<file path="config.mk">
export PLATFORM = sky130hd
export DESIGN_NAME = pps_regs
export DESIGN_NICKNAME = d
export VERILOG_FILES = /design/src/pps_pkg.sv /design/src/pps_regs.sv
export SDC_FILE = /design/constraint.sdc
export NUM_CORES = 1
export LEC_CHECK = 0
export BUFFER_PORTS_ARGS = -buffer_cell sky130_fd_sc_hd__buf_4
export CORE_MARGIN = 2
export CORE_UTILIZATION = 50
export DETAILED_ROUTE_END_ITERATION = 12
export PLACE_DENSITY = 0.86
export RECOVER_POWER = 25
export SLEW_MARGIN = 20
export SYNTH_ARGS = -nofsm -noshare
export SYNTH_HDL_FRONTEND = slang
export SYNTH_SLANG_ARGS = --single-unit
</file>
<file path="constraint.sdc">
create_clock -name i_clk -period 3.3 [get_ports i_clk]
set_input_delay 0.495 -clock i_clk [delete_from_list [all_inputs] [get_ports i_clk]]
set_output_delay 0.495 -clock i_clk [all_outputs]
set_load 0.02 [all_outputs]
</file>
<file path="src/pps_pkg.sv">
`timescale 1ns / 1ps
// Shared types, constants and decay table of the playback position smoother.
package pps_pkg;

    localparam int EXP_TABLE_BITS = 8;
    localparam int DECAY_STEPS    = EXP_TABLE_BITS + 4;
    localparam int STEP_W         = $clog2(DECAY_STEPS);
    localparam int REM_BITS       = 32 - EXP_TABLE_BITS;
    localparam int PADDR_W        = 4;

    typedef logic signed [63:0] t_q32;

    localparam logic [63:0] Q_MAX = 64'h7FFF_FFFF_FFFF_FFFF;
    localparam logic [63:0] Q_MIN = 64'h8000_0000_0000_0000;
    localparam logic [32:0] Q_ONE = 33'h1_0000_0000;

    localparam logic [23:0] RATE_RESET   = 24'd65536;
    localparam logic [31:0] THRESH_RESET = 32'd214748365;

    // exp(-2^k) in Q0.32 for k = 3 down to -12
    localparam logic [31:0] DECAY_TAB [16] = '{
        32'd1440801,    32'd78665070,   32'd581260615,  32'd1580030169,
        32'd2605029347, 32'd3344923893, 32'd3790295335, 32'd4034748382,
        32'd4162825044, 32'd4228380000, 32'd4261543595, 32'd4278222805,
        32'd4286586875, 32'd4290775039, 32'd4292870656, 32'd4293918848
    };

    typedef enum logic [1:0] {
        REG_RATE   = 2'd0,
        REG_PAUSED = 2'd1,
        REG_THRESH = 2'd2
    } t_reg;

    typedef struct packed {
        logic [23:0] rate;
        logic        paused;
        logic [31:0] thresh;
    } t_cfg;

    typedef enum logic [4:0] {
        ST_IDLE,
        ST_TRACK,
        ST_D1,
        ST_ABS,
        ST_HI,
        ST_LO,
        ST_SUM,
        ST_FIN,
        ST_EXTRAP,
        ST_DREF,
        ST_ERR,
        ST_ACC,
        ST_DEC_MUL,
        ST_DEC_RND,
        ST_REM_MUL,
        ST_REM_RND,
        ST_CORR,
        ST_POS,
        ST_EMIT,
        ST_PASS
    } t_state;

    typedef enum logic [1:0] {
        MS_EXTRAP,
        MS_REF,
        MS_ACC,
        MS_VADJ
    } t_ms;

    typedef enum logic [4:0] {
        OP_NOP,
        OP_LOAD,
        OP_TRACK,
        OP_D1,
        OP_ABS,
        OP_HI,
        OP_LO,
        OP_SUM,
        OP_FIN,
        OP_EXTRAP,
        OP_DREF,
        OP_ERR,
        OP_ACC,
        OP_DMUL,
        OP_DREM,
        OP_DRND,
        OP_CORR,
        OP_POS,
        OP_EMIT,
        OP_PASS
    } t_op;

    typedef struct packed {
        t_op               op;
        logic              fac_sel;
        logic [STEP_W-1:0] step;
    } t_cmd;

    typedef struct packed {
        logic [DECAY_STEPS-1:0] dec_bits;
        logic                   rem_nz;
        logic                   out_stall;
    } t_stat;

endpackage

</file>
<file path="src/pps_regs.sv">
`timescale 1ns / 1ps
// APB configuration registers: playback rate, pause and reset threshold.
module pps_regs (
    input  logic                         i_clk,
    input  logic                         i_rst_n,
    input  logic                         psel,
    input  logic                         penable,
    input  logic                         pwrite,
    input  logic [pps_pkg::PADDR_W-1:0]  paddr,
    input  logic [31:0]                  pwdata,
    output logic [31:0]                  prdata,
    output logic                         pready,
    output pps_pkg::t_cfg                o_cfg
);
    import pps_pkg::*;

    t_cfg r_cfg;
    t_reg reg_sel;
    logic wr_en;

    assign reg_sel = t_reg'(paddr[3:2]);
    assign wr_en   = psel && penable && pwrite;
    assign pready  = 1'b1;
    assign o_cfg   = r_cfg;

    always_ff @(posedge i_clk) begin
        if (!i_rst_n) begin
            r_cfg.rate   <= RATE_RESET;
            r_cfg.paused <= 1'b0;
            r_cfg.thresh <= THRESH_RESET;
        end else if (wr_en) begin
            case (reg_sel)
                REG_RATE:   r_cfg.rate   <= pwdata[23:0];
                REG_PAUSED: r_cfg.paused <= pwdata[0];
                REG_THRESH: r_cfg.thresh <= pwdata;
                default: begin
                end
            endcase
        end
    end

    always_comb begin
        case (reg_sel)
            REG_RATE:   prdata = {8'd0, r_cfg.rate};
            REG_PAUSED: prdata = {31'd0, r_cfg.paused};
            REG_THRESH: prdata = r_cfg.thresh;
            default:    prdata = 32'd0;
        endcase
    end

endmodule

</file>
Word level (Yosys, flattened, before mapping). Cells that the tools add are included.

Register bits after elaboration: 57. Bits in latches: 0. Bits in writable memories: 0. Bits in read-only memories: 0. Bits of input ports: 41. Output and inout port bits: 90. Word-level logic and storage cells: 12. Memories kept: 0.

$add $sub $neg: 0. Multipliers: 0. Divide/modulo/power cells: 0. $lt $le $gt $ge: 0. Equal/unequal tests: 2. Shifts and indexed selects: 0. Multiplexer cells: 1. Bitwise logic cells: 0. Reductions and logical operators: 6.

Operator list (count): $pmux W32 S3 (1); $reduce_and A2 Y1 (3); $eq A2 B1 Y1 const B (1); $eq A2 B2 Y1 const B (1); $logic_and A1 B1 Y1 (2); $logic_not A2 Y1 (1).

Depth between registers and ports, before layout. Gate-level depths: netlist of run 1.

Depth in word-level cells: 3. Depth in mapped cells: 6. Gate-level depth less buffers: 3.

Worst setup path after synthesis of run 1. OpenSTA, ideal clock, no wires.

Path kind: input to output. Start point: input paddr[2] in the netlist's numbering. End point: output prdata[24]. Arrival time: 1.299 ns. Required time: 2.805 ns. Setup slack: 1.506 ns. Cell stages on the path: 4. Path buffers: 2. Cells stage by stage: buf_2 > nor2b_4 > clkbuf_1 > and2_1.

Cells in the longest elaborated chain, start to end: 2. Elaborated cells between the ends (all ways): 4. Classes of those cells: eq/ne: 2; mux: 1; reduce/logical: 1.

Ends and longest elaborated chain: start, declared (line pps_regs.sv:9) `input logic [pps_pkg::PADDR_W-1:0] paddr,`; $eq A2 B2 Y1, or another cell as far along (line pps_regs.sv:43) `case (reg_sel)`; $pmux W32 S3 * (line pps_regs.sv:43); end, declared (line pps_regs.sv:11) `output logic [31:0] prdata,`.

Mark *: on every way between the ends. The rest lies on a longest branch, timed or not.

Worst setup path in the final report of run 1.
Start point: input paddr[3] in the netlist's numbering. End point: output prdata[29].

Same word-level chain as after synthesis.

==> out/metrics.csv, run 1 <==
stage,metric,value,unit
sta,setup violation total in the final timing report,0,
yosys,number of flops mapped to enable cells by yosys,0,
grt,remaining global-route overflow,0,
clocking,number of buffers on the longest clock path,2,
yosys,yosys warns,0,
yosys,synthesized netlist net count,349,
clocking,Sink Count,57,
clocking,PostCTS Resize Cnt,0,
outcome,violated checks,"max-capacitance violations, max-slew violations",
setup_path,FF-to-FF Start,o_cfg[7],
worst_hold_path,end point of the worst hold path,o_cfg[26],
floorplan,Starting Density,52.52,%
floorplan,placeable core region,0.005205,mm^2
detailed_routing,drt wl/cell,13.97,um
floorplan,area of the die,0.006075,mm^2
cells_and_area,number of nets at the end of the flow,462,
outcome,result of the run,finished with violations,
sta,final-layout worst hold slack,0.4172,ns
grt,global-route wire length before repair,11.51,mm
setup_path,CP required,2.80,ns
clocking,total clock buffers created by CTS,9,
floorplan,chip width,77.95,um
grt,pin count of the biggest net entering global routing,89,
yosys,sequential element share of the synthesized area,41.74,%
clocking,Clock Latency Late Sink,0.32,ns
setup_path,data arrival at the endpoint of the critical path,1.67,ns
placement,Port-buffer cells,127,
floorplan,placement row count,26,
setup_path,kind of end point of the critical path,output port,
clocking,clock-pin slew on the worst setup and hold paths,0.06,ns
sta,unrepaired setup endpoints after global routing,false,
cells_and_area,"flip-flop count of the largest register, all copies and words added",57,
yosys,mean instance size in the synthesized netlist,8.876,um^2
placement,Final GP Congestion,0.7373,
sta,Relative slew margins,-7.059,%
setup_path,worst r2r dst,o_cfg[7],
cells_and_area,number of antenna diodes,0,
clocking,number of hold buffers added after CTS,0,
sta,time the worst path needs with I/O delays and setup,2.168,ns
sta,Max Clock Freq,0.4613,GHz
worst_hold_path,classification of the worst-slack hold path,in -> reg,
yosys,"flops & latches, synth",57,
sta,number of max-slew violations in the final report,89,
yosys,number of instances in the synthesized netlist,308,
clocking,clock root buffer,clkbuf_8,
detailed_routing,remaining antenna violation count after routing,0,
sta,Clock Skew,0,ns
yosys,Async SR Flop Fraction,0,%
grt,antenna violations before repair,0,
yosys,most instantiated flip-flop cell in the synthesis netlist,dfxtp_1,
setup_path,classification of the worst setup path,in -> out,
floorplan,die outline height,77.95,um
grt,number of global-route vias before repair,2487,
cells_and_area,area added between synthesis and finish,34.60,%
placement,placed standard-cell area,0.003618,mm^2
detailed_routing,count of vias placed by the detailed router,2526,
job,max-capacitance violation count,1,
cells_and_area,filler cell count,454,
power_and_ir_drop,power density normalized to cell area,418.0,mW/mm^2
grt,global-route usage over all layers,23.56,%
clocking,postcts setup bufs,0,
sta,Fin Setup TNS,0,ns
clocking,clock tree from TritonCTS,built,
placement,sum of net half-perimeters after detailed placement,4.656,mm
detailed_routing,total routed wirelength,6.915,mm
detailed_routing,detailed router's first-iteration violation count,140,
setup_path,crit-path max FO,28,
floorplan,I/O pins,131,
setup_path,FF-to-FF path depth,2,
power_and_ir_drop,Worst VDD drop,0.3230,mV
setup_path,critical path launch point type,input port,
sta,period utilisation layout,65.68,%
sta,Final Hold Viols,0,
worst_hold_path,Worst Hold Launch,pwdata[26],
detailed_routing,DRC,0,
setup_path,r2r setup slk,2.58,ns
power_and_ir_drop,Static Leakage,1.666,nW
yosys,combined area of all synthesized cells,0.002734,mm^2
detailed_routing,routed via count divided by cell count,5.103,
detailed_routing,DR pass1 iterations,4,
cells_and_area,fraction of final layout cells sized beyond drive strength 1,26.82,%
sta,Slew @ Worst Pin,1.606,ns
worst_hold_path,cell count of the worst hold path,3,
cells_and_area,Post-Layout Inst Area,0.003680,mm^2
clocking,deepest level of the CTS H-tree,3,
yosys,number of distinct library cell variants in the gate-level netlist after synthesis,25,
==> metal layers <==
layer / track usage (%) / vias up / part of all wire (%) / wire (um)
li1: - / 1237 / - / -
met1: 26.27 / 1195 / 41 / 2846
met2: 41.72 / 82 / 50 / 3476
met3: 7.442 / 12 / 6.7 / 462
met4: 8.947 / 0 / 1.9 / 129
met5: 0 / - / 0 / 0
==> worst max path at each step <==
stage	startpoint	endpoint	cells after the start	slack, ns
4_1_cts	paddr[3]	prdata[29]	4	1.13
2_1_floorplan	paddr[2]	prdata[24]	4	1.51
3_5_place_dp	paddr[3]	o_cfg[12]	4	1.06
3_3_place_gp	paddr[3]	o_cfg[19]	4	1.11
5_1_grt	paddr[3]	prdata[25]	4	1.04
6_report	paddr[3]	prdata[29]	4	1.13
==> synth_stat cells (2+ instances only) <==
cell	count	area (um^2)
inv_1	15	56.30
nor2b_1	2	12.51
nor2_1	23	86.33
and2_1	8	50.05
dfxtp_1	57	1141
o211ai_1	12	90.09
mux2i_1	66	660.6
nand3_1	16	80.08
nand2_1	71	266.5
buf_2	5	25.02
buf_6	6	67.56
o211ai_2	3	37.54
clkbuf_1	12	45.04
==> critical path, stage by stage <==
cell and delay, ns:
buf_4 0.39, nor2b_4 0.43, and2_1 0.19, buf_4 0.14
==> stage by stage <==
step	std cells	power [mW]	util [%]	worst slack, ns
2_1_floorplan	308	0.8372	-	1.506
3_3_place_gp	480	0.9128	69.52	1.111
3_5_place_dp	480	0.9166	69.52	1.065
4_1_cts	495	1.557	73.27	1.126
5_1_grt	495	1.595	70.70	1.044
6_report	495	1.538	70.70	1.132
==> final cells by class <==
class / instances / area (um^2) / share of cell area (%)
flip-flops and latches: 57 / 1141 / 31.01
repair buffers: 129 / 847.1 / 23.02
well taps: 70 / 87.58 / 2.380
clock inverters: 3 / 40.04 / 1.088
multi-input cells: 209 / 1353 / 36.76
clock buffers: 12 / 155.1 / 4.216
inverters: 15 / 56.30 / 1.530
==> placed cells by master (no fill, tap or decap), types with 2 or more instances in the layout <==
| cell type | instances |
|---|---|
| clkbuf_1 | 36 |
| dfxtp_1 | 57 |
| nor2_1 | 23 |
| nand3_1 | 16 |
| inv_1 | 15 |
| clkinv_2 | 2 |
| buf_4 | 92 |
| and2_1 | 8 |
| clkbuf_8 | 11 |
| o211ai_1 | 12 |
| nand2_1 | 71 |
| mux2i_1 | 66 |
| o211ai_2 | 3 |
| nor2b_1 | 2 |
==> cells by family (layout without fill, tap and decap cells) <==
| kind of cell | after synthesis | after routing | synth area share, % |
|---|---|---|---|
| AND/OR/NAND/NOR | 126 | 126 | 20.32 |
| multiplexers | 66 | 66 | 24.16 |
| flip-flops | 57 | 57 | 41.74 |
| buffers and inverters | 42 | 159 | 8.786 |
| AO/OA/AOI/OAI | 16 | 16 | 4.851 |
| other | 1 | 1 | 0.1372 |
==> report_power, final <==
part,leakage [nW],internal [mW],total (mW),switching [mW]
clock network,0.102,0.383,0.642,0.258
logic,1.10,0.0823,0.189,0.107
registers,0.461,0.699,0.707,0.00830
total,1.67,1.16,1.54,0.374
Power figures use the tool's default switching activity.
==> run 2, diff against run 1 <==
--- a/config.mk
+++ b/config.mk
@@ -7,9 +7,9 @@
 export LEC_CHECK = 0
 export BUFFER_PORTS_ARGS = -buffer_cell sky130_fd_sc_hd__buf_4
 export CORE_MARGIN = 2
-export CORE_UTILIZATION = 50
+export CORE_UTILIZATION = 46
 export DETAILED_ROUTE_END_ITERATION = 12
-export PLACE_DENSITY = 0.86
+export PLACE_DENSITY = 0.8
 export RECOVER_POWER = 25
 export SLEW_MARGIN = 20
 export SYNTH_ARGS = -nofsm -noshare
==> constraint.sdc (replaced) <==
create_clock -name i_clk -period 2.1 [get_ports i_clk]
set_input_delay 0.315 -clock i_clk [delete_from_list [all_inputs] [get_ports i_clk]]
set_output_delay 0.315 -clock i_clk [all_outputs]
set_load 0.02 [all_outputs]
==> out/metrics.csv, run 2 (synthesized netlist as in run 1, its figures left out) <==
stage,metric,value,unit,change
floorplan,chip width,81.09,um,was 77.95 um
cells_and_area,area added between synthesis and finish,37.44,%,was 34.60%
clocking,clock-pin slew on the worst setup and hold paths,0.07,ns,was 0.06 ns
grt,global-route wire length before repair,11.07,mm,was 11.51 mm
sta,Slew @ Worst Pin,0.7926,ns,was 1.606 ns
sta,number of max-slew violations in the final report,0,,was 89
power_and_ir_drop,Sw Pwr,603.0,uW,was 373.6 uW
floorplan,area of the die,0.006576,mm^2,was 0.006075 mm^2
placement,Final GP Congestion,0.7809,,was 0.7373
cells_and_area,number of antenna diodes,0,,unchanged
clocking,clock root buffer,clkbuf_8,,unchanged
grt,antenna violations before repair,0,,unchanged
setup_path,CP required,2.35,ns,was 2.80 ns
setup_path,kind of end point of the critical path,register,,was output port
clocking,number of hold buffers added after CTS,0,,unchanged
power_and_ir_drop,Static Leakage,1.727,nW,was 1.666 nW
detailed_routing,remaining antenna violation count after routing,0,,unchanged
sta,Final Hold Viols,0,,unchanged
power_and_ir_drop,Worst VDD drop,0.4101,mV,was 0.3230 mV
power_and_ir_drop,fraction of power consumed by combinational cells,12.3,%,about the same
power_and_ir_drop,clock group share of total power,42.9,%,was 41.7%
floorplan,I/O pins,131,,unchanged
cells_and_area,highest-count cells in the layout ignoring fill and taps,"buf_4, nand2_1, mux2i_1, dfxtp_1, clkbuf_1",,unchanged
detailed_routing,DRC,0,,unchanged
detailed_routing,detailed router's first-iteration violation count,58,,was 140
placement,sum of net half-perimeters after detailed placement,5.038,mm,was 4.656 mm
setup_path,classification of the worst setup path,in -> reg,,was in -> out
detailed_routing,routed via count divided by cell count,4.998,,was 5.103
cells_and_area,most frequent standard cell in the layout excluding fill and tap cells,buf_4,,unchanged
outcome,result of the run,"finished, final reports clean",,was finished with violations
setup_path,crit-path max FO,21,,was 28
detailed_routing,DR pass1 iterations,4,,unchanged
cells_and_area,number of nets at the end of the flow,467,,was 462
power_and_ir_drop,switching power share of the total,24.29,%,about the same
detailed_routing,count of vias placed by the detailed router,2529,,"was 2,526"
clocking,Sink Count,57,,unchanged
clocking,postcts setup bufs,0,,unchanged
sta,setup violation total in the final timing report,0,,unchanged
floorplan,die outline height,81.09,um,was 77.95 um
clocking,number of buffers on the longest clock path,2,,unchanged
floorplan,placement row count,28,,was 26
worst_hold_path,classification of the worst-slack hold path,in -> reg,,unchanged
grt,remaining global-route overflow,0,,unchanged
grt,number of global-route vias before repair,2390,,"was 2,487"
sta,time the worst path needs with I/O delays and setup,1.672,ns,
clocking,Clock Latency Late Sink,0.33,ns,was 0.32 ns
power_and_ir_drop,internal power,1.879,mW,was 1.164 mW
cells_and_area,"flip-flop count of the largest register, all copies and words added",57,,unchanged
job,max-capacitance violation count,0,,was 1
setup_path,critical path launch point type,input port,,unchanged
sta,unrepaired setup endpoints after global routing,false,,unchanged
setup_path,data arrival at the endpoint of the critical path,1.93,ns,was 1.67 ns
power_and_ir_drop,sequential group share of total power,44.8,%,was 46.0%
clocking,total clock buffers created by CTS,9,,unchanged
worst_hold_path,cell count of the worst hold path,3,,unchanged
clocking,PostCTS Resize Cnt,0,,unchanged
cells_and_area,filler cell count,551,,was 454
sta,Fin Setup TNS,0,ns,unchanged
grt,global-route usage over all layers,22.17,%,was 23.56%
clocking,deepest level of the CTS H-tree,3,,unchanged
placement,Port-buffer cells,127,,unchanged
power_and_ir_drop,power density normalized to cell area,660.7,mW/mm^2,was 418.0 mW/mm^2
floorplan,Starting Density,47.01,%,was 52.52%
setup_path,FF-to-FF path depth,2,,unchanged
cells_and_area,fraction of final layout cells sized beyond drive strength 1,29.23,%,was 26.82%
sta,Clock Skew,0,ns,unchanged
power_and_ir_drop,power consumption,2.482,mW,was 1.538 mW
clocking,clock tree from TritonCTS,built,,unchanged
sta,Relative slew margins,47.16,%,was -7.059%
grt,pin count of the biggest net entering global routing,51,,was 89
detailed_routing,total routed wirelength,7.098,mm,was 6.915 mm
detailed_routing,drt wl/cell,14.03,um,was 13.97 um
sta,Max Clock Freq,0.5979,GHz,
sta,period utilisation layout,79.64,%,
floorplan,placeable core region,0.005816,mm^2,was 0.005205 mm^2
## run 2: changes by cell type in the layout (fill, tap and decap cells not counted), sizes merged
| cell | change |
|---|---|
| clkinv | -1 |
| buf | +14 |
| clkbuf | -7 |
## run 2: area by class of cell
type / instances / area, um^2 / area share [%]
Multi-Input combinational cell: 209 / 1341 / 35.70
Sequential cell: 57 / 1141 / 30.37
Timing Repair Buffer: 134 / 917.1 / 24.41
Clock buffer: 14 / 172.7 / 4.595
Tap cell: 75 / 93.84 / 2.498
Inverter: 15 / 56.30 / 1.499
Clock inverter: 2 / 35.03 / 0.9324
## run 2: power by group through the flow
stage          registers (mW)  clock network [mW]  logic, mW
2_1_floorplan            1.15                   0      0.163
3_3_place_gp             1.13                   0      0.308
3_5_place_dp             1.14                   0      0.316
4_1_cts                  1.11                1.08      0.317
5_1_grt                  1.11                1.13      0.331
6_report                 1.11                1.06      0.306
## run 2: per-layer routing
metal / GRT usage, % / part of all wire, % / vias up
met5: 0 / 0 / -
met4: 13.39 / 2.9 / 0
met3: 4.889 / 5.7 / 17
met2: 37.60 / 50 / 84
met1: 25.43 / 41 / 1185
li1: - / - / 1243
## run 2: worst paths after layout
path              startpoint         to  slack [ns]
setup / recovery    paddr[3]  o_cfg[39]        0.43
hold / removal     pwdata[0]   o_cfg[0]        0.23
setup reg to reg   o_cfg[39]  o_cfg[39]        1.42
hold reg to reg    o_cfg[52]  o_cfg[52]        0.47
## run 2: worst max-delay path: stages
cell and delay (ns):
buf_4 0.16, buf_4 0.25, nor3_1 0.26, clkbuf_1 0.64
mux2i_1 0.29
## run 2: metrics by stage
step                      cell area [um^2]  setup slack (ns)  utilization, %  cells  hold slack, ns
final                                 3757            0.4276           64.61    506          0.2319
after global routing                  3757            0.3778           64.61    506          0.2225
after CTS                             3870            0.4424           66.54    506          0.2255
after detailed placement              3662            0.3257           62.97    490          0.4674
after global placement                3662            0.3914           62.97    490          0.4549
after floorplan                       2734            0.6657               -    308          0.4572
==> run 3, diff against run 2 <==
==> constraint.sdc (replaced) <==
create_clock -name i_clk -period 1.75 [get_ports i_clk]
set_input_delay 0.2625 -clock i_clk [delete_from_list [all_inputs] [get_ports i_clk]]
set_output_delay 0.2625 -clock i_clk [all_outputs]
set_load 0.02 [all_outputs]
==> out/metrics.csv, run 3 (synthesized netlist as in run 1, its figures left out) <==
stage,metric,value,unit,change
sta,unrepaired setup endpoints after global routing,false,,unchanged
power_and_ir_drop,Sw Pwr,681.7,uW,was 603.0 uW
grt,pin count of the biggest net entering global routing,49,,was 51
setup_path,CP endpoint,o_cfg[48],,was o_cfg[39]
power_and_ir_drop,switching power share of the total,25.23,%,was 24.29%
detailed_routing,remaining antenna violation count after routing,0,,unchanged
cells_and_area,fraction of final layout cells sized beyond drive strength 1,32.95,%,was 29.23%
power_and_ir_drop,internal power,2.020,mW,was 1.879 mW
setup_path,CP required,1.99,ns,was 2.35 ns
floorplan,Starting Density,47.01,%,unchanged
sta,time the worst path needs with I/O delays and setup,1.526,ns,
setup_path,FF-to-FF path depth,2,,unchanged
detailed_routing,count of vias placed by the detailed router,2449,,"was 2,529"
detailed_routing,detailed router's first-iteration violation count,115,,was 58
grt,antenna violations before repair,0,,unchanged
power_and_ir_drop,power consumption,2.702,mW,was 2.482 mW
cells_and_area,number of nets at the end of the flow,470,,was 467
setup_path,worst r2r dst,o_cfg[2],,was o_cfg[39]
placement,Final GP Congestion,0.8009,,was 0.7809
clocking,Clock Latency Late Sink,0.32,ns,was 0.33 ns
clocking,number of buffers on the longest clock path,2,,unchanged
floorplan,placeable core region,0.005816,mm^2,unchanged
setup_path,kind of end point of the critical path,register,,unchanged
sta,number of max-slew violations in the final report,0,,unchanged
clocking,deepest level of the CTS H-tree,3,,unchanged
grt,remaining global-route overflow,0,,unchanged
setup_path,crit-path max FO,19,,was 21
floorplan,area of the die,0.006576,mm^2,unchanged
sta,Relative slew margins,39.96,%,was 47.16%
sta,Slew @ Worst Pin,0.9005,ns,was 0.7926 ns
grt,global-route usage over all layers,21.72,%,was 22.17%
sta,Final Hold Viols,0,,unchanged
power_and_ir_drop,sequential group share of total power,49.4,%,was 44.8%
cells_and_area,"flip-flop count of the largest register, all copies and words added",57,,unchanged
placement,Port-buffer cells,127,,unchanged
sta,period utilisation layout,87.21,%,
grt,global-route wire length before repair,10.94,mm,was 11.07 mm
floorplan,I/O pins,131,,unchanged
detailed_routing,DR pass1 iterations,4,,unchanged
detailed_routing,routed via count divided by cell count,4.840,,was 4.998
detailed_routing,drt wl/cell,13.56,um,was 14.03 um
cells_and_area,number of antenna diodes,0,,unchanged
sta,Fin Setup TNS,0,ns,unchanged
clocking,clock-pin slew on the worst setup and hold paths,0.06,ns,was 0.07 ns
detailed_routing,total routed wirelength,6.860,mm,was 7.098 mm
clocking,total clock buffers created by CTS,9,,unchanged
placement,sum of net half-perimeters after detailed placement,4.953,mm,was 5.038 mm
setup_path,Critical path origin,paddr[3],,unchanged
clocking,number of hold buffers added after CTS,0,,unchanged
setup_path,r2r setup slk,1.09,ns,was 1.42 ns
cells_and_area,filler cell count,511,,was 551
setup_path,FF-to-FF Start,o_cfg[2],,was o_cfg[39]
clocking,PostCTS Resize Cnt,0,,unchanged
power_and_ir_drop,Static Leakage,1.781,nW,was 1.727 nW
clocking,Sink Count,57,,unchanged
cells_and_area,highest-count cells in the layout ignoring fill and taps,"buf_4, nand2_1, mux2i_1, dfxtp_1, nor2_1",,"was buf_4, nand2_1, mux2i_1, dfxtp_1, clkbuf_1"
clocking,clock root buffer,clkbuf_8,,unchanged
sta,Clock Skew,0,ns,unchanged
grt,number of global-route vias before repair,2325,,"was 2,390"
floorplan,placement row count,28,,unchanged
power_and_ir_drop,fraction of power consumed by combinational cells,14.1,%,was 12.3%
floorplan,die outline height,81.09,um,unchanged
setup_path,data arrival at the endpoint of the critical path,1.77,ns,was 1.93 ns
cells_and_area,area added between synthesis and finish,39.45,%,was 37.44%
clocking,postcts setup bufs,0,,unchanged
job,max-capacitance violation count,0,,unchanged
clocking,clock tree from TritonCTS,built,,unchanged
power_and_ir_drop,clock group share of total power,36.6,%,was 42.9%
power_and_ir_drop,power density normalized to cell area,708.7,mW/mm^2,was 660.7 mW/mm^2
detailed_routing,DRC,0,,unchanged
sta,setup violation total in the final timing report,0,,unchanged
setup_path,critical path launch point type,input port,,unchanged
power_and_ir_drop,Worst VDD drop,0.5447,mV,was 0.4101 mV
setup_path,classification of the worst setup path,in -> reg,,unchanged
worst_hold_path,classification of the worst-slack hold path,in -> reg,,unchanged
outcome,result of the run,"finished, final reports clean",,unchanged
floorplan,chip width,81.09,um,unchanged
sta,Max Clock Freq,0.6552,GHz,
cells_and_area,most frequent standard cell in the layout excluding fill and tap cells,buf_4,,unchanged
[run 3: worst min path at each step]
stage	startpoint	endpoint	slack, ns	cells after the start
floorplan	pwdata[24]	o_cfg[24]	0.40	2
global placement	o_cfg[30]	o_cfg[30]	0.45	2
detailed placement	o_cfg[52]	o_cfg[52]	0.46	2
CTS	pwdata[27]	o_cfg[27]	0.18	3
global route	pwdata[16]	o_cfg[49]	0.20	3
finish	pwdata[2]	o_cfg[2]	0.20	3
[run 3: cell type report]
cell class | count | area (um^2) | share of cell area, %
repair buffers | 137 | 1018 | 26.71
clock inverters | 1 | 5.005 | 0.1313
well taps | 75 | 93.84 | 2.461
inverters | 15 | 56.30 | 1.477
clock buffers | 12 | 145.1 | 3.807
flip-flops and latches | 57 | 1141 | 29.93
multi-input cells | 209 | 1353 | 35.48
[run 3: power groups by stage]
stage               registers [mW]  clock network (mW)  logic, mW
floorplan                     1.38                   0      0.195
global placement              1.36                   0      0.378
detailed placement            1.36                   0      0.385
CTS                           1.33                1.01      0.387
global route                  1.34                1.08      0.414
finish                        1.33               0.988      0.380
[run 3: routing by layer]
layer | routed length, um | part of all wire, % | up-vias | track usage (%)
met5 | 0 | 0 | - | 0
met4 | 112 | 1.6 | 0 | 10.17
met3 | 366 | 5.3 | 9 | 4.111
met2 | 3465 | 51 | 73 | 37.27
met1 | 2915 | 42 | 1118 | 26.19
li1 | - | - | 1249 | -
[run 3: stage by stage]
stage	cells	util, %	worst slack, ns	hold WS (ns)	cell area [um^2]
final	506	65.56	0.2238	0.1960	3812
after global routing	506	65.56	0.1470	0.1978	3812
after CTS	506	66.37	0.3502	0.1823	3860
after detailed placement	493	63.79	0.1774	0.4637	3710
after global placement	493	63.79	0.2339	0.4549	3710
after floorplan	308	-	0.4207	0.4047	2734
[run 3: critical path, stage by stage]
cell and delay, ns:
buf_4 0.18, buf_12 0.18, nor3_4 0.17, clkbuf_1 0.70
mux2i_1 0.27
