$ cat src/pps_pkg.sv
`timescale 1ns / 1ps
// Shared types, constants and decay table of the playback position smoother.
package pps_pkg;

    localparam int EXP_TABLE_BITS = 8;
    localparam int DECAY_STEPS    = EXP_TABLE_BITS + 4;
    localparam int STEP_W         = $clog2(DECAY_STEPS);
    localparam int REM_BITS       = 32 - EXP_TABLE_BITS;
    localparam int PADDR_W        = 4;

    typedef logic signed [63:0] t_q32;

    localparam logic [63:0] Q_MAX = 64'h7FFF_FFFF_FFFF_FFFF;
    localparam logic [63:0] Q_MIN = 64'h8000_0000_0000_0000;
    localparam logic [32:0] Q_ONE = 33'h1_0000_0000;

    localparam logic [23:0] RATE_RESET   = 24'd65536;
    localparam logic [31:0] THRESH_RESET = 32'd214748365;

    // exp(-2^k) in Q0.32 for k = 3 down to -12
    localparam logic [31:0] DECAY_TAB [16] = '{
        32'd1440801,    32'd78665070,   32'd581260615,  32'd1580030169,
        32'd2605029347, 32'd3344923893, 32'd3790295335, 32'd4034748382,
        32'd4162825044, 32'd4228380000, 32'd4261543595, 32'd4278222805,
        32'd4286586875, 32'd4290775039, 32'd4292870656, 32'd4293918848
    };

    typedef enum logic [1:0] {
        REG_RATE   = 2'd0,
        REG_PAUSED = 2'd1,
        REG_THRESH = 2'd2
    } t_reg;

    typedef struct packed {
        logic [23:0] rate;
        logic        paused;
        logic [31:0] thresh;
    } t_cfg;

    typedef enum logic [4:0] {
        ST_IDLE,
        ST_TRACK,
        ST_D1,
        ST_ABS,
        ST_HI,
        ST_LO,
        ST_SUM,
        ST_FIN,
        ST_EXTRAP,
        ST_DREF,
        ST_ERR,
        ST_ACC,
        ST_DEC_MUL,
        ST_DEC_RND,
        ST_REM_MUL,
        ST_REM_RND,
        ST_CORR,
        ST_POS,
        ST_EMIT,
        ST_PASS
    } t_state;

    typedef enum logic [1:0] {
        MS_EXTRAP,
        MS_REF,
        MS_ACC,
        MS_VADJ
    } t_ms;

    typedef enum logic [4:0] {
        OP_NOP,
        OP_LOAD,
        OP_TRACK,
        OP_D1,
        OP_ABS,
        OP_HI,
        OP_LO,
        OP_SUM,
        OP_FIN,
        OP_EXTRAP,
        OP_DREF,
        OP_ERR,
        OP_ACC,
        OP_DMUL,
        OP_DREM,
        OP_DRND,
        OP_CORR,
        OP_POS,
        OP_EMIT,
        OP_PASS
    } t_op;

    typedef struct packed {
        t_op               op;
        logic              fac_sel;
        logic [STEP_W-1:0] step;
    } t_cmd;

    typedef struct packed {
        logic [DECAY_STEPS-1:0] dec_bits;
        logic                   rem_nz;
        logic                   out_stall;
    } t_stat;

endpackage

$ cat src/pps_ctrl.sv
`timescale 1ns / 1ps
// Sequencer that steps the smoother datapath through one item.
module pps_ctrl (
    input  logic           i_clk,
    input  logic           i_rst_n,
    input  logic           i_in_valid,
    input  logic           i_paused,
    input  pps_pkg::t_stat i_stat,
    output logic           o_in_ready,
    output pps_pkg::t_cmd  o_cmd
);
    import pps_pkg::*;

    t_state            r_state, n_state;
    t_ms               r_ms, n_ms;
    logic [STEP_W-1:0] r_cnt, n_cnt;
    logic              last_step;

    assign last_step = (r_cnt == STEP_W'(DECAY_STEPS - 1));

    always_ff @(posedge i_clk) begin
        if (!i_rst_n) begin
            r_state <= ST_IDLE;
            r_ms    <= MS_EXTRAP;
            r_cnt   <= '0;
        end else begin
            r_state <= n_state;
            r_ms    <= n_ms;
            r_cnt   <= n_cnt;
        end
    end

    always_comb begin
        n_state = r_state;
        n_ms    = r_ms;
        n_cnt   = r_cnt;
        case (r_state)
            ST_IDLE: begin
                if (i_in_valid) begin
                    n_state = i_paused ? ST_PASS : ST_TRACK;
                end
            end
            ST_TRACK: n_state = ST_D1;
            ST_D1: begin
                n_state = ST_ABS;
                n_ms    = MS_EXTRAP;
            end
            ST_ABS: n_state = ST_HI;
            ST_HI:  n_state = ST_LO;
            ST_LO:  n_state = ST_SUM;
            ST_SUM: n_state = ST_FIN;
            ST_FIN: begin
                case (r_ms)
                    MS_EXTRAP: n_state = ST_EXTRAP;
                    MS_REF:    n_state = ST_DREF;
                    MS_ACC:    n_state = ST_CORR;
                    default:   n_state = ST_POS;
                endcase
            end
            ST_EXTRAP: begin
                n_state = ST_ABS;
                n_ms    = MS_REF;
            end
            ST_DREF: n_state = ST_ERR;
            ST_ERR:  n_state = ST_ACC;
            ST_ACC: begin
                n_state = ST_DEC_MUL;
                n_cnt   = '0;
            end
            ST_DEC_MUL: begin
                if (i_stat.dec_bits[r_cnt]) begin
                    n_state = ST_DEC_RND;
                end else begin
                    n_cnt = r_cnt + STEP_W'(1);
                    if (last_step) begin
                        n_state = ST_REM_MUL;
                    end
                end
            end
            ST_DEC_RND: begin
                n_cnt   = r_cnt + STEP_W'(1);
                n_state = last_step ? ST_REM_MUL : ST_DEC_MUL;
            end
            ST_REM_MUL: begin
                if (i_stat.rem_nz) begin
                    n_state = ST_REM_RND;
                end else begin
                    n_state = ST_ABS;
                    n_ms    = MS_ACC;
                end
            end
            ST_REM_RND: begin
                n_state = ST_ABS;
                n_ms    = MS_ACC;
            end
            ST_CORR: begin
                n_state = ST_ABS;
                n_ms    = MS_VADJ;
            end
            ST_POS: n_state = ST_EMIT;
            ST_EMIT, ST_PASS: begin
                if (!i_stat.out_stall) begin
                    n_state = ST_IDLE;
                end
            end
            default: n_state = ST_IDLE;
        endcase
    end

    always_comb begin
        o_in_ready    = (r_state == ST_IDLE);
        o_cmd.fac_sel = (r_ms == MS_ACC);
        o_cmd.step    = r_cnt;
        case (r_state)
            ST_IDLE:    o_cmd.op = i_in_valid ? OP_LOAD : OP_NOP;
            ST_TRACK:   o_cmd.op = OP_TRACK;
            ST_D1:      o_cmd.op = OP_D1;
            ST_ABS:     o_cmd.op = OP_ABS;
            ST_HI:      o_cmd.op = OP_HI;
            ST_LO:      o_cmd.op = OP_LO;
            ST_SUM:     o_cmd.op = OP_SUM;
            ST_FIN:     o_cmd.op = OP_FIN;
            ST_EXTRAP:  o_cmd.op = OP_EXTRAP;
            ST_DREF:    o_cmd.op = OP_DREF;
            ST_ERR:     o_cmd.op = OP_ERR;
            ST_ACC:     o_cmd.op = OP_ACC;
            ST_DEC_MUL: o_cmd.op = i_stat.dec_bits[r_cnt] ? OP_DMUL : OP_NOP;
            ST_DEC_RND: o_cmd.op = OP_DRND;
            ST_REM_MUL: o_cmd.op = i_stat.rem_nz ? OP_DREM : OP_NOP;
            ST_REM_RND: o_cmd.op = OP_DRND;
            ST_CORR:    o_cmd.op = OP_CORR;
            ST_POS:     o_cmd.op = OP_POS;
            ST_EMIT:    o_cmd.op = i_stat.out_stall ? OP_NOP : OP_EMIT;
            ST_PASS:    o_cmd.op = i_stat.out_stall ? OP_NOP : OP_PASS;
            default:    o_cmd.op = OP_NOP;
        endcase
    end

endmodule

$ cat config.mk
export PLATFORM = sky130hd
export DESIGN_NAME = pps_ctrl
export DESIGN_NICKNAME = d
export VERILOG_FILES = /design/src/pps_pkg.sv /design/src/pps_ctrl.sv
export SDC_FILE = /design/constraint.sdc
export NUM_CORES = 1
export LEC_CHECK = 0
export CORE_MARGIN = 5
export CORE_UTILIZATION = 30
export CTS_CLUSTER_SIZE = 12
export DETAILED_ROUTE_END_ITERATION = 10
export DONT_BUFFER_PORTS = 1
export MAX_ROUTING_LAYER = met4
export PLACE_DENSITY = 0.49
export SYNTH_ARGS = -nofsm -noshare
export SYNTH_HDL_FRONTEND = slang
export SYNTH_SLANG_ARGS = --single-unit
export TNS_END_PERCENT = 10
$ cat constraint.sdc
create_clock -name i_clk -period 2.7 [get_ports i_clk]
set_clock_uncertainty 0.2 [all_clocks]
set_input_delay 0.27 -clock i_clk [delete_from_list [all_inputs] [get_ports i_clk]]
set_output_delay 0.27 -clock i_clk [all_outputs]
set_load 0.03 [all_outputs]
After elaboration in Yosys (flattened, before gate mapping)

Index checks and enable logic that the tools add are counted.

Logic and storage cells: 63
Input port bits: 18
Memory bits (writable): 0
Bits in latches: 0
Memories: 0
Output and inout port bits: 11
ROM bits: 0
Bits in registers: 11

Reductions and logical operators: 10
Mux-type cells: 21
Order comparisons: 1
Divide/modulo/power cells: 0
$mul: 0
Shift operators: 0
Bitwise gates (word level): 0
Equal/unequal tests: 27
Add/sub/neg operators: 1

Operators with widths:

| operator            | count |
|---|---|
| $pmux 5 s19         | 1 |
| $pmux 5 s16         | 1 |
| $eq 5x4->1 const B  | 8 |
| $mux 5              | 7 |
| $eq 5x3->1 const B  | 4 |
| $eq 5x5->1 const B  | 4 |
| $mux 4              | 4 |
| $pmux 5 s3          | 1 |
| $pmux 4 s3          | 1 |
| $eq 5x2->1 const B  | 2 |
| $pmux 2 s5          | 1 |
| $ne 2x2->1 const B  | 4 |
| $eq 5x1->1 const B  | 1 |
| $logic_not 5->1     | 1 |
| $lt 4x5->1 const B  | 1 |
| $reduce_bool 5->1   | 1 |
| $add 4x1->4 const B | 1 |
| $bmux 1 s4          | 1 |
| $eq 4x4->1 const B  | 1 |
| $mux 2              | 2 |
| $reduce_and 2->1    | 2 |
| $reduce_or 2->1     | 2 |
| $reduce_or 4->1     | 1 |
| $ne 3x3->1 const B  | 1 |
| other kinds (6)     | 7 |

Longest topological paths before layout

Gate-level depths: netlist of run 1.

Word-level depth: 4
Gate-level depth with buffers: 8
Gate-level depth less buffers: 6

Worst setup path after synthesis of run 1

No wires, ideal clock.

Path kind: reg-to-output
Start point: register r_state[1]
End point: output o_cmd[5] (netlist name)
Buffers on the path: 2
Path slack: 75 ps
Arrival time: 2155 ps
Stages on the path, launching flop included: 6
Cell sequence: dfxtp_1 clkbuf_1 buf_2 nor4_1 nand2_1 nand4_1

RTL lines:

| what                     | RTL line       | source |
|---|---|---|
| start: declaration       | pps_ctrl.sv:14 | `t_state r_state, n_state;` |
| start signal: assignment | pps_ctrl.sv:27 | `r_state <= n_state;` |
| end: declaration         | pps_ctrl.sv:10 | `output pps_pkg::t_cmd o_cmd` |

==> results of run 1 <==
-- metal layers --
layer / vias to the layer above / part of all wire, % / GRT usage [%]
met5: - / 0 / -
met4: 0 / 0.48 / 1.95
met3: 2 / 6.9 / 4.64
met2: 38 / 47 / 18.5
met1: 529 / 46 / 16.2
li1: 556 / - / -
-- layout by cell type, fill, tap and decap left out, drive strengths merged, types with 3 or more instances in the layout --
master,instances
mux2i,4
nand2,20
o21ai,13
a21boi,3
nand3b,3
nand2b,5
and3,3
nand3,5
a21oi,10
nor2,10
buf,14
nor2b,12
clkbuf,4
dfxtp,11
nor3,4
-- cell type report --
class | instances | area, um^2 | share of cell area [%]
Tap cell | 46 | 57.6 | 4.70
Inverter | 2 | 7.51 | 0.613
Timing Repair Buffer | 15 | 115 | 9.40
Clock buffer | 4 | 26.3 | 2.15
Sequential cell | 11 | 225 | 18.4
Multi-Input combinational cell | 123 | 793 | 64.8
-- state kept, by name, indices dropped and copies added, names as in the netlist --
name and cells:
r_cnt 4, r_ms 2, r_state 5
-- critical path: cells and delay by family (launching register included) --
kind	cells	cell delay [ps]
flops	1	370
simple gates	3	280
compound gates	2	470
buf+inv	1	180
mux	1	520
-- worst max path at each step --
stage	start	end	slack (ps)	cells after the start
floorplan	r_state[1]$_SDFFE_PN0P_	o_cmd[5]	80	5
global placement	r_cnt[0]$_SDFFE_PN0P_	o_cmd[5]	240	7
detailed placement	r_cnt[0]$_SDFFE_PN0P_	o_cmd[5]	200	7
CTS	r_cnt[0]$_SDFFE_PN0P_	o_cmd[5]	4	7
global route	r_cnt[2]$_SDFFE_PN0P_	o_cmd[5]	5	7
finish	r_cnt[0]$_SDFFE_PN0P_	o_cmd[5]	130	7
-- power by group through the flow --
stage | logic [mW] | clock network (mW) | registers (mW)
finish | 0.579 | 0.117 | 0.280
CTS | 0.578 | 0.124 | 0.277
floorplan | 0.486 | 0 | 0.209
global route | 0.625 | 0.135 | 0.287
detailed placement | 0.573 | 0 | 0.281
global placement | 0.572 | 0 | 0.282
-- stage by stage --
step / hold slack (ps) / setup WS, ps / power, mW
floorplan: 281 / 75.3 / 0.694
global placement: 208 / 243 / 0.854
detailed placement: 214 / 203 / 0.854
CTS: 40.2 / 3.97 / 0.979
global route: 43.8 / 5.38 / 1.05
finish: 46.0 / 127 / 0.977
-- what timing repair did --
action | in CTS | in global routing
resized for setup | 2 | 2
buffers inserted | 0 | 1
hold buffers | 1 | 0
setup endpoints to repair | 3 | 3
hold endpoints to repair | 9 | 0
-- cells by family after synthesis --
kind of cell	after synthesis	share of synthesized area, %
and+or+nand+nor	69	33.5
buffers and inverters	13	4.98
AOI/OAI and AO/OA	44	28.5
adders and majority gates	1	1.19
muxes	8	10.2
xor gates and xnor gates	1	0.831
DFF	11	20.9
==> summary.txt, run 1 <==
Cells and area
  – Share of layout cells above drive strength 1: 18.1%
  – Design Area, Final: 1220 um^2
  – Layout Nets: 175
  – N_diodes: 0
  – Area grow syn2layout: 16.1%
  – Fin cells: 201
  – Fill count: 386
  – Layout Utilization: 36.4%

STA
  – Final Hold Viols: 0
  – Relative slew slack: 54.5%
  – Final setup viols: 0
  – RSZ-0062 raised after global routing: no
  – Clock period minus worst slack: 2570 ps
  – Setup TNS: 0 ps
  – Pins Over Slew Limit: 0
  – Period utilisation layout: 95.3%
  – Fmax: 389 MHz
  – Worst Max-Slew Pin Slew: 682 ps

Synthesis
  – Main area contributors after synthesis: dfxtp_1, nand2_1, nor2b_1
  – Yosys top cell by area: dfxtp_1
  – Top FF cell, synth: dfxtp_1
  – Net Count, Synth: 166
  – Register area share after synthesis: 20.9%
  – Syn Std Cell Area: 1050 um^2
  – Unique masters post-synth: 43
  – Cells after Synth: 147
  – Yosys reg bits: 11
  – Syn Area/Cell: 7.18 um^2
  – Post-synth EDFFs: 0
  – Top-count cell post-synth: nand2_1
  – Post-synth top cells: nand2_1, o21ai_0, nor2b_1, dfxtp_1, a21oi_1
  – Async S/R FF share, synth: 0%
  – YS warnings: 0
  – Area share of the largest cell type after synthesis: 20.9%

Die
  – Die height: 69.3 um
  – Die span in x: 69.3 um
  – Die Area: 4800 um^2
  – Core ar.: 3360 um^2
  – Starting Density: 31.4%
  – IO Pins: 29
  – FP Rows: 21

Min path
  – Hold wc startpoint: i_in_valid
  – Worst hold path class: input pin to register
  – Hold Path End: r_state[1]$_SDFFE_PN0P_
  – Hold Path Depth: 2

Clock network
  – CTS tree: built
  – Num CTS Buffers: 3
  – Worst-Skew Late Latency: 270 ps
  – Clock root buffer master: clkbuf_4
  – CTS max path bufs: 2
  – H-tree depth: 1
  – TritonCTS Sinks: 11
  – CTS clock-pin slew for the worst setup and hold paths: 80 ps

Power
  – Switching Share: 50.6%
  – Pwr dens: 797 nW/um^2
  – Internal: 482 uW
  – Clk pwr share: 12.0%
  – Net Sw Power: 495 uW
  – Flop pwr share: 28.7%
  – Gate power share: 59.3%
  – Leakage: 0.474 nW
  – Worst VDD drop: 0.234 mV

Place
  – PortBufs: 0
  – Dpl cell area: 1170 um^2
  – Post-placement cell count: 195
  – Detail Placement HPWL: 2260 um
  – GP Congestion: 0.880

Job
  – Max Cap Violations: 0

Global route
  – Remaining global-route overflow: 0
  – Vias in the first global route: 970
  – Largest net degree at the start of global routing: 22
  – Initial antenna violation count: 0
  – First-pass GRT wire length: 4860 um
  – Gr usage total: 12.4%

Route
  – Avg WL per Cell: 14.6 um
  – DRT Wirelength: 2930 um
  – Antenna violation net count after detailed routing: 0
  – DRC Markers: 0
  – Drt via density: 5.60
  – Router iterations before antenna repair: 4
  – 1st-iter DRT viols: 103
  – DR vias: 1125

Worst setup path
  – Crit end category: output port
  – CP Max Fanout: 5
  – Critical setup path kind: register to output port
  – Reg-to-reg setup timing slack: 720 ps
  – CP Cell Sequence: mux4_2 > nor2_4 > o31ai_4 > a221o_1 > nand2_1 > nand4_1 > buf_4
  – CP max-delay cell: mux4_2
  – CP arrival: 2100 ps
  – Type of origin of the critical path: register
  – Reg2reg end: r_ms[1]$_SDFFE_PN0P_
  – CP Data Required Time: 2230 ps
  – Worst Reg-to-Reg Cells: 5
  – Worst path max stage delay: 520 ps
  – RR Startpoint: r_state[1]$_SDFFE_PN0P_

Status
  – Status: complete, no violations
No activity file was read; power rests on OpenSTA's default activity.
==> run 2, diff against run 1 <==
--- a/config.mk
+++ b/config.mk
@@ -5,6 +5,7 @@
 export SDC_FILE = /design/constraint.sdc
 export NUM_CORES = 1
 export LEC_CHECK = 0
+export CORE_ASPECT_RATIO = 1.5
 export CORE_MARGIN = 5
 export CORE_UTILIZATION = 30
 export CTS_CLUSTER_SIZE = 12
==> summary.txt, run 2 (synthesis results as in run 1) <==
Status
  – Status: complete, no violations (unchanged)

STA
  – Relative slew slack: 54.5% (about the same)
  – Period utilisation layout: 95.0% (was 95.3%)
  – Worst Max-Slew Pin Slew: 681 ps (was 682 ps)
  – Final setup margin: 135 ps (was 127 ps)
  – Pins Over Slew Limit: 0 (unchanged)
  – Fmax: 390 MHz (was 389 MHz)
  – RSZ-0062 raised after global routing: no (unchanged)
  – Setup TNS: 0 ps (unchanged)
  – Final Hold Viols: 0 (unchanged)
  – Clock period minus worst slack: 2570 ps (about the same)
  – Final setup viols: 0 (unchanged)

Place
  – PortBufs: 0 (unchanged)
  – GP Congestion: 0.906 (was 0.880)
  – Detail Placement HPWL: 2290 um (was 2260 um)
  – Post-Place Setup Slack: 206 ps (was 203 ps)
  – Post-placement cell count: 190 (was 195)

Cells and area
  – Largest register by flop count: r_state (unchanged)
  – Fin cells: 196 (was 201)
  – Layout Nets: 174 (was 175)
  – FF+latch area: 225 um^2 (unchanged)
  – Share of layout cells above drive strength 1: 17.5% (was 18.1%)
  – Max FFs per register: 5 (unchanged)
  – Commonest non-fill, non-tap cell in the layout: nand2_1 (unchanged)
  – Commonest cells after routing, fill and taps aside: nand2_1, o21ai_0, buf_4 (was nand2_1, buf_4, o21ai_0)
  – Fill count: 366 (was 386)
  – Largest regs: r_state (5), r_cnt (4), r_ms (2) (unchanged)
  – Multi-input logic area: 793 um^2 (unchanged)
  – N_diodes: 0 (unchanged)
  – Layout Utilization: 36.0% (was 36.4%)
  – Area grow syn2layout: 16.7% (was 16.1%)

Worst setup path
  – CP Max Fanout: 8 (was 5)
  – Worst path max stage delay: 530 ps (was 520 ps)
  – Critical setup path kind: register to output port (unchanged)
  – CP Depth: 7 (unchanged)
  – Worst Path Buf+Inv: 1 (unchanged)
  – CP arrival: 2100 ps (about the same)
  – Type of origin of the critical path: register (unchanged)
  – CP max-delay cell: mux4_2 (unchanged)
  – Worst Reg-to-Reg Cells: 6 (was 5)
  – CP Cell Sequence: mux4_2 > nor2_4 > o31ai_4 > a221o_1 > nand2_1 > nand4_1 > buf_4 (unchanged)
  – CP top delay family: multiplexers (unchanged)
  – CP Data Required Time: 2230 ps (about the same)
  – Crit end category: output port (unchanged)

Power
  – Gate power share: 55.0% (was 59.3%)
  – Pwr dens: 825 nW/um^2 (was 797 nW/um^2)
  – Worst VDD drop: 0.335 mV (was 0.234 mV)
  – Net Sw Power: 494 uW (was 495 uW)
  – Switching Share: 48.7% (was 50.6%)
  – Clk pwr share: 15.9% (was 12.0%)
  – Flop pwr share: 29.1% (was 28.7%)
  – Leakage: 0.477 nW (was 0.474 nW)
  – Internal: 522 uW (was 482 uW)

Route
  – 1st-iter DRT viols: 50 (was 103)
  – Antenna violation net count after detailed routing: 0 (unchanged)
  – Avg WL per Cell: 15.3 um (was 14.6 um)
  – Router iterations before antenna repair: 6 (was 4)
  – DRT Wirelength: 3010 um (was 2930 um)
  – DRC Markers: 0 (unchanged)
  – DR vias: 1095 (was 1125)
  – Drt via density: 5.59 (was 5.60)

Die
  – Die Area: 4830 um^2 (was 4800 um^2)
  – Die height: 82.6 um (was 69.3 um)
  – Starting Density: 30.9% (was 31.4%)
  – IO Pins: 29 (unchanged)
  – Die span in x: 58.4 um (was 69.3 um)
  – FP Rows: 26 (was 21)
  – Core ar.: 3420 um^2 (was 3360 um^2)

Min path
  – Hold Path Depth: 2 (unchanged)
  – Worst hold path class: input pin to register (unchanged)

Global route
  – Largest net degree at the start of global routing: 22 (unchanged)
  – First-pass GRT wire length: 5090 um (was 4860 um)
  – Remaining global-route overflow: 0 (unchanged)
  – Vias in the first global route: 1103 (was 970)
  – Gr usage total: 13.9% (was 12.4%)
  – Initial antenna violation count: 0 (unchanged)

Clock network
  – CTS clock-pin slew for the worst setup and hold paths: 50 ps (was 80 ps)
  – CTS max path bufs: 2 (unchanged)
  – Worst-Skew Late Latency: 240 ps (was 270 ps)
  – H-tree depth: 1 (unchanged)
  – Num CTS Buffers: 3 (unchanged)
  – TritonCTS Sinks: 11 (unchanged)
  – CTS tree: built (unchanged)
  – Clock root buffer master: clkbuf_8 (was clkbuf_4)

Job
  – Max Cap Violations: 0 (unchanged)
run 2: changes by cell type in the layout (fill, tap and decap cells not counted), sizes merged:
cell,change
buf,-1
run 2: repair_timing:
item	CTS	global route
setup buffers	0	1
pin swaps	0	0
resized for setup	1	3
hold buffers	1	0
setup endpoints to repair	1	1
endpoints found under the hold margin	5	0
run 2: area by class of cell:
cell class | instances | share of cell area (%)
Timing Repair Buffer | 14 | 8.74
Tap cell | 42 | 4.27
Inverter | 2 | 0.610
Sequential cell | 11 | 18.3
Multi-Input combinational cell | 123 | 64.4
Clock buffer | 4 | 3.66
run 2: layer usage:
| metal | part of all wire [%] | track usage [%] | vias to the layer above |
|---|---|---|---|
| met3 | 4.4 | 1.56 | 4 |
| met5 | 0 | - | - |
| met4 | 1.5 | 6.26 | 0 |
| li1 | - | - | 546 |
| met2 | 53 | 25.6 | 33 |
| met1 | 41 | 14.7 | 512 |
run 2: path summary, 6_finish.rpt:
path / from / to / slack, ps
setup reg to reg: r_cnt[0]$_SDFFE_PN0P_ / r_state[0]$_SDFFE_PN0P_ / 710
hold / removal: i_rst_n / r_cnt[1]$_SDFFE_PN0P_ / 4
setup / recovery: r_cnt[0]$_SDFFE_PN0P_ / o_cmd[5] / 130
hold reg to reg: r_cnt[2]$_SDFFE_PN0P_ / r_cnt[2]$_SDFFE_PN0P_ / 320
run 2: power by group through the flow:
stage / combinational [mW] / sequential, mW / clock (mW)
finish: 0.559 / 0.296 / 0.162
global route: 0.604 / 0.309 / 0.181
CTS: 0.558 / 0.295 / 0.168
detailed placement: 0.553 / 0.299 / 0
global placement: 0.555 / 0.297 / 0
floorplan: 0.486 / 0.209 / 0
run 2: through the flow:
stage          total power, mW  instance area [um^2]  hold WS [ps]
2_1_floorplan            0.694                  1050           281
3_3_place_gp             0.852                  1160           206
3_5_place_dp             0.852                  1160           206
4_1_cts                   1.02                  1210          5.41
5_1_grt                   1.09                  1230          12.5
6_report                  1.02                  1230          4.03
==> run 3, diff against run 2 <==
--- a/config.mk
+++ b/config.mk
@@ -13,6 +13,7 @@
 export DONT_BUFFER_PORTS = 1
 export MAX_ROUTING_LAYER = met4
 export PLACE_DENSITY = 0.49
+export SETUP_SLACK_MARGIN = 0.4
 export SYNTH_ARGS = -nofsm -noshare
 export SYNTH_HDL_FRONTEND = slang
 export SYNTH_SLANG_ARGS = --single-unit
==> summary.txt, run 3 (synthesis results as in run 1) <==
Status
  – Status: complete, no violations (unchanged)

Cells and area
  – N_diodes: 0 (unchanged)
  – Commonest non-fill, non-tap cell in the layout: nand2_1 (unchanged)
  – Layout Nets: 173 (was 174)
  – Share of layout cells above drive strength 1: 17.6% (was 17.5%)
  – Commonest cells after routing, fill and taps aside: nand2_1, o21ai_0, nor2b_1 (was nand2_1, o21ai_0, buf_4)
  – Max FFs per register: 5 (unchanged)
  – Largest register by flop count: r_state (unchanged)
  – Largest regs: r_state (5), r_cnt (4), r_ms (2) (unchanged)
  – Design Area, Final: 1230 um^2 (about the same)
  – Area grow syn2layout: 16.6% (was 16.7%)

Clock network
  – Worst-Skew Late Latency: 240 ps (about the same)
  – H-tree depth: 1 (unchanged)
  – Num CTS Buffers: 3 (unchanged)
  – CTS clock-pin slew for the worst setup and hold paths: 50 ps (about the same)
  – CTS tree: built (unchanged)
  – Clock root buffer master: clkbuf_8 (unchanged)
  – CTS max path bufs: 2 (unchanged)
  – TritonCTS Sinks: 11 (unchanged)

Route
  – DRC Markers: 0 (unchanged)
  – Drt via density: 5.73 (was 5.59)
  – Antenna violation net count after detailed routing: 0 (unchanged)
  – Avg WL per Cell: 15.8 um (was 15.3 um)
  – 1st-iter DRT viols: 46 (was 50)
  – DRT Wirelength: 3080 um (was 3010 um)
  – DR vias: 1118 (was 1095)
  – Router iterations before antenna repair: 4 (was 6)

Worst setup path
  – Type of origin of the critical path: register (unchanged)
  – Crit end category: output port (unchanged)
  – Critical setup path kind: register to output port (unchanged)
  – CP arrival: 2190 ps (was 2100 ps)
  – CP Max Fanout: 7 (was 8)
  – CP Data Required Time: 2230 ps (about the same)

Min path
  – Worst hold path class: input pin to register (unchanged)

Die
  – Die Area: 4830 um^2 (unchanged)
  – IO Pins: 29 (unchanged)
  – Starting Density: 30.9% (unchanged)
  – Die height: 82.6 um (unchanged)
  – Core ar.: 3420 um^2 (unchanged)
  – FP Rows: 26 (unchanged)
  – Die span in x: 58.4 um (unchanged)

Global route
  – Remaining global-route overflow: 0 (unchanged)
  – First-pass GRT wire length: 5120 um (was 5090 um)
  – Initial antenna violation count: 0 (unchanged)
  – Largest net degree at the start of global routing: 22 (unchanged)
  – Gr usage total: 14.0% (was 13.9%)
  – Vias in the first global route: 1136 (was 1103)

Power
  – Leakage: 0.472 nW (was 0.477 nW)
  – Pwr dens: 821 nW/um^2 (was 825 nW/um^2)
  – Worst VDD drop: 0.399 mV (was 0.335 mV)
  – Final Power: 1.01 mW (was 1.02 mW)

Place
  – PortBufs: 0 (unchanged)
  – Detail Placement HPWL: 2330 um (was 2290 um)
  – Dpl cell area: 1160 um^2 (about the same)
  – GP Congestion: 0.836 (was 0.906)

STA
  – Period utilisation layout: 98.6% (was 95.0%)
  – Final Hold Viols: 0 (unchanged)
  – Fmax: 376 MHz (was 390 MHz)
  – Final setup viols: 0 (unchanged)
  – RSZ-0062 raised after global routing: yes (was no)
  – Clock period minus worst slack: 2660 ps (was 2570 ps)
  – Pins Over Slew Limit: 0 (unchanged)
  – Setup TNS: 0 ps (unchanged)
  – Worst Max-Slew Pin Slew: 939 ps (was 681 ps)
  – Relative slew slack: 36.8% (was 54.5%)

Job
  – Max Cap Violations: 0 (unchanged)
==> run 3: changes by cell type in the layout (fill, tap and decap cells not counted), sizes merged <==
cell           before  now
clkdlybuf4s50       0    1
buf                13   11
==> run 3: metrics by stage <==
| step | util, % | hold WS (ps) | cells | worst slack [ps] |
|---|---|---|---|---|
| after global placement | 34.0 | 212 | 189 | 286 |
| after global routing | 36.0 | 27.4 | 195 | -37.7 |
| after floorplan | - | 281 | 147 | 360 |
| after CTS | 35.9 | 20.8 | 195 | 34.4 |
| after detailed placement | 34.0 | 205 | 189 | 259 |
| final | 36.0 | 23.1 | 195 | 38.8 |
==> run 3: cell type report <==
type / count / area, um^2
Fill cell: 372 / 2190
Multi-Input combinational cell: 123 / 796
Sequential cell: 11 / 226
Timing Repair Buffer: 13 / 103
Tap cell: 42 / 52.6
Clock buffer: 4 / 45.0
Inverter: 2 / 7.51
==> run 3: final timing paths <==
path,startpoint,cells after the start,to,slack [ps]
max,r_cnt[0]$_SDFFE_PN0P_,6,o_cmd[5],40
min,i_rst_n,2,r_state[3]$_SDFFE_PN0P_,20
max reg2reg,r_state[1]$_SDFFE_PN0P_,7,r_state[1]$_SDFFE_PN0P_,680
min reg2reg,r_cnt[2]$_SDFFE_PN0P_,2,r_cnt[2]$_SDFFE_PN0P_,320
==> run 3: per-layer routing <==
metal	up-vias	wire length [um]	global-route usage, %
li1	549	-	-
met1	522	1230	15.5
met2	43	1590	24.6
met3	4	218	2.49
met4	0	40	5.57
met5	-	0	-
==> run 3: power by group <==
part / switching, mW / total, mW / leakage (nW) / internal (mW)
registers: 0.0762 / 0.268 / 0.0914 / 0.192
clock network: 0.0651 / 0.169 / 0.0228 / 0.104
logic: 0.356 / 0.573 / 0.357 / 0.216
total: 0.498 / 1.01 / 0.472 / 0.512
==> run 3: critical path, cell delays in order (launching register included) <==
cell     delay, ps
dfxtp_4        440
mux4_2         550
nor2_4         120
o31ai_4         90
a221o_1        340
nand2_2         80
nand4_1        330
==> run 3: what timing repair did <==
| action | in CTS | in global routing |
|---|---|---|
| setup endpoints to repair | 3 | 3 |
| hold buffers | 1 | 0 |
| setup buffers | 1 | 0 |
| gates resized for setup | 0 | 1 |
| pin swaps | 1 | 0 |
| endpoints found under the hold margin | 5 | 0 |
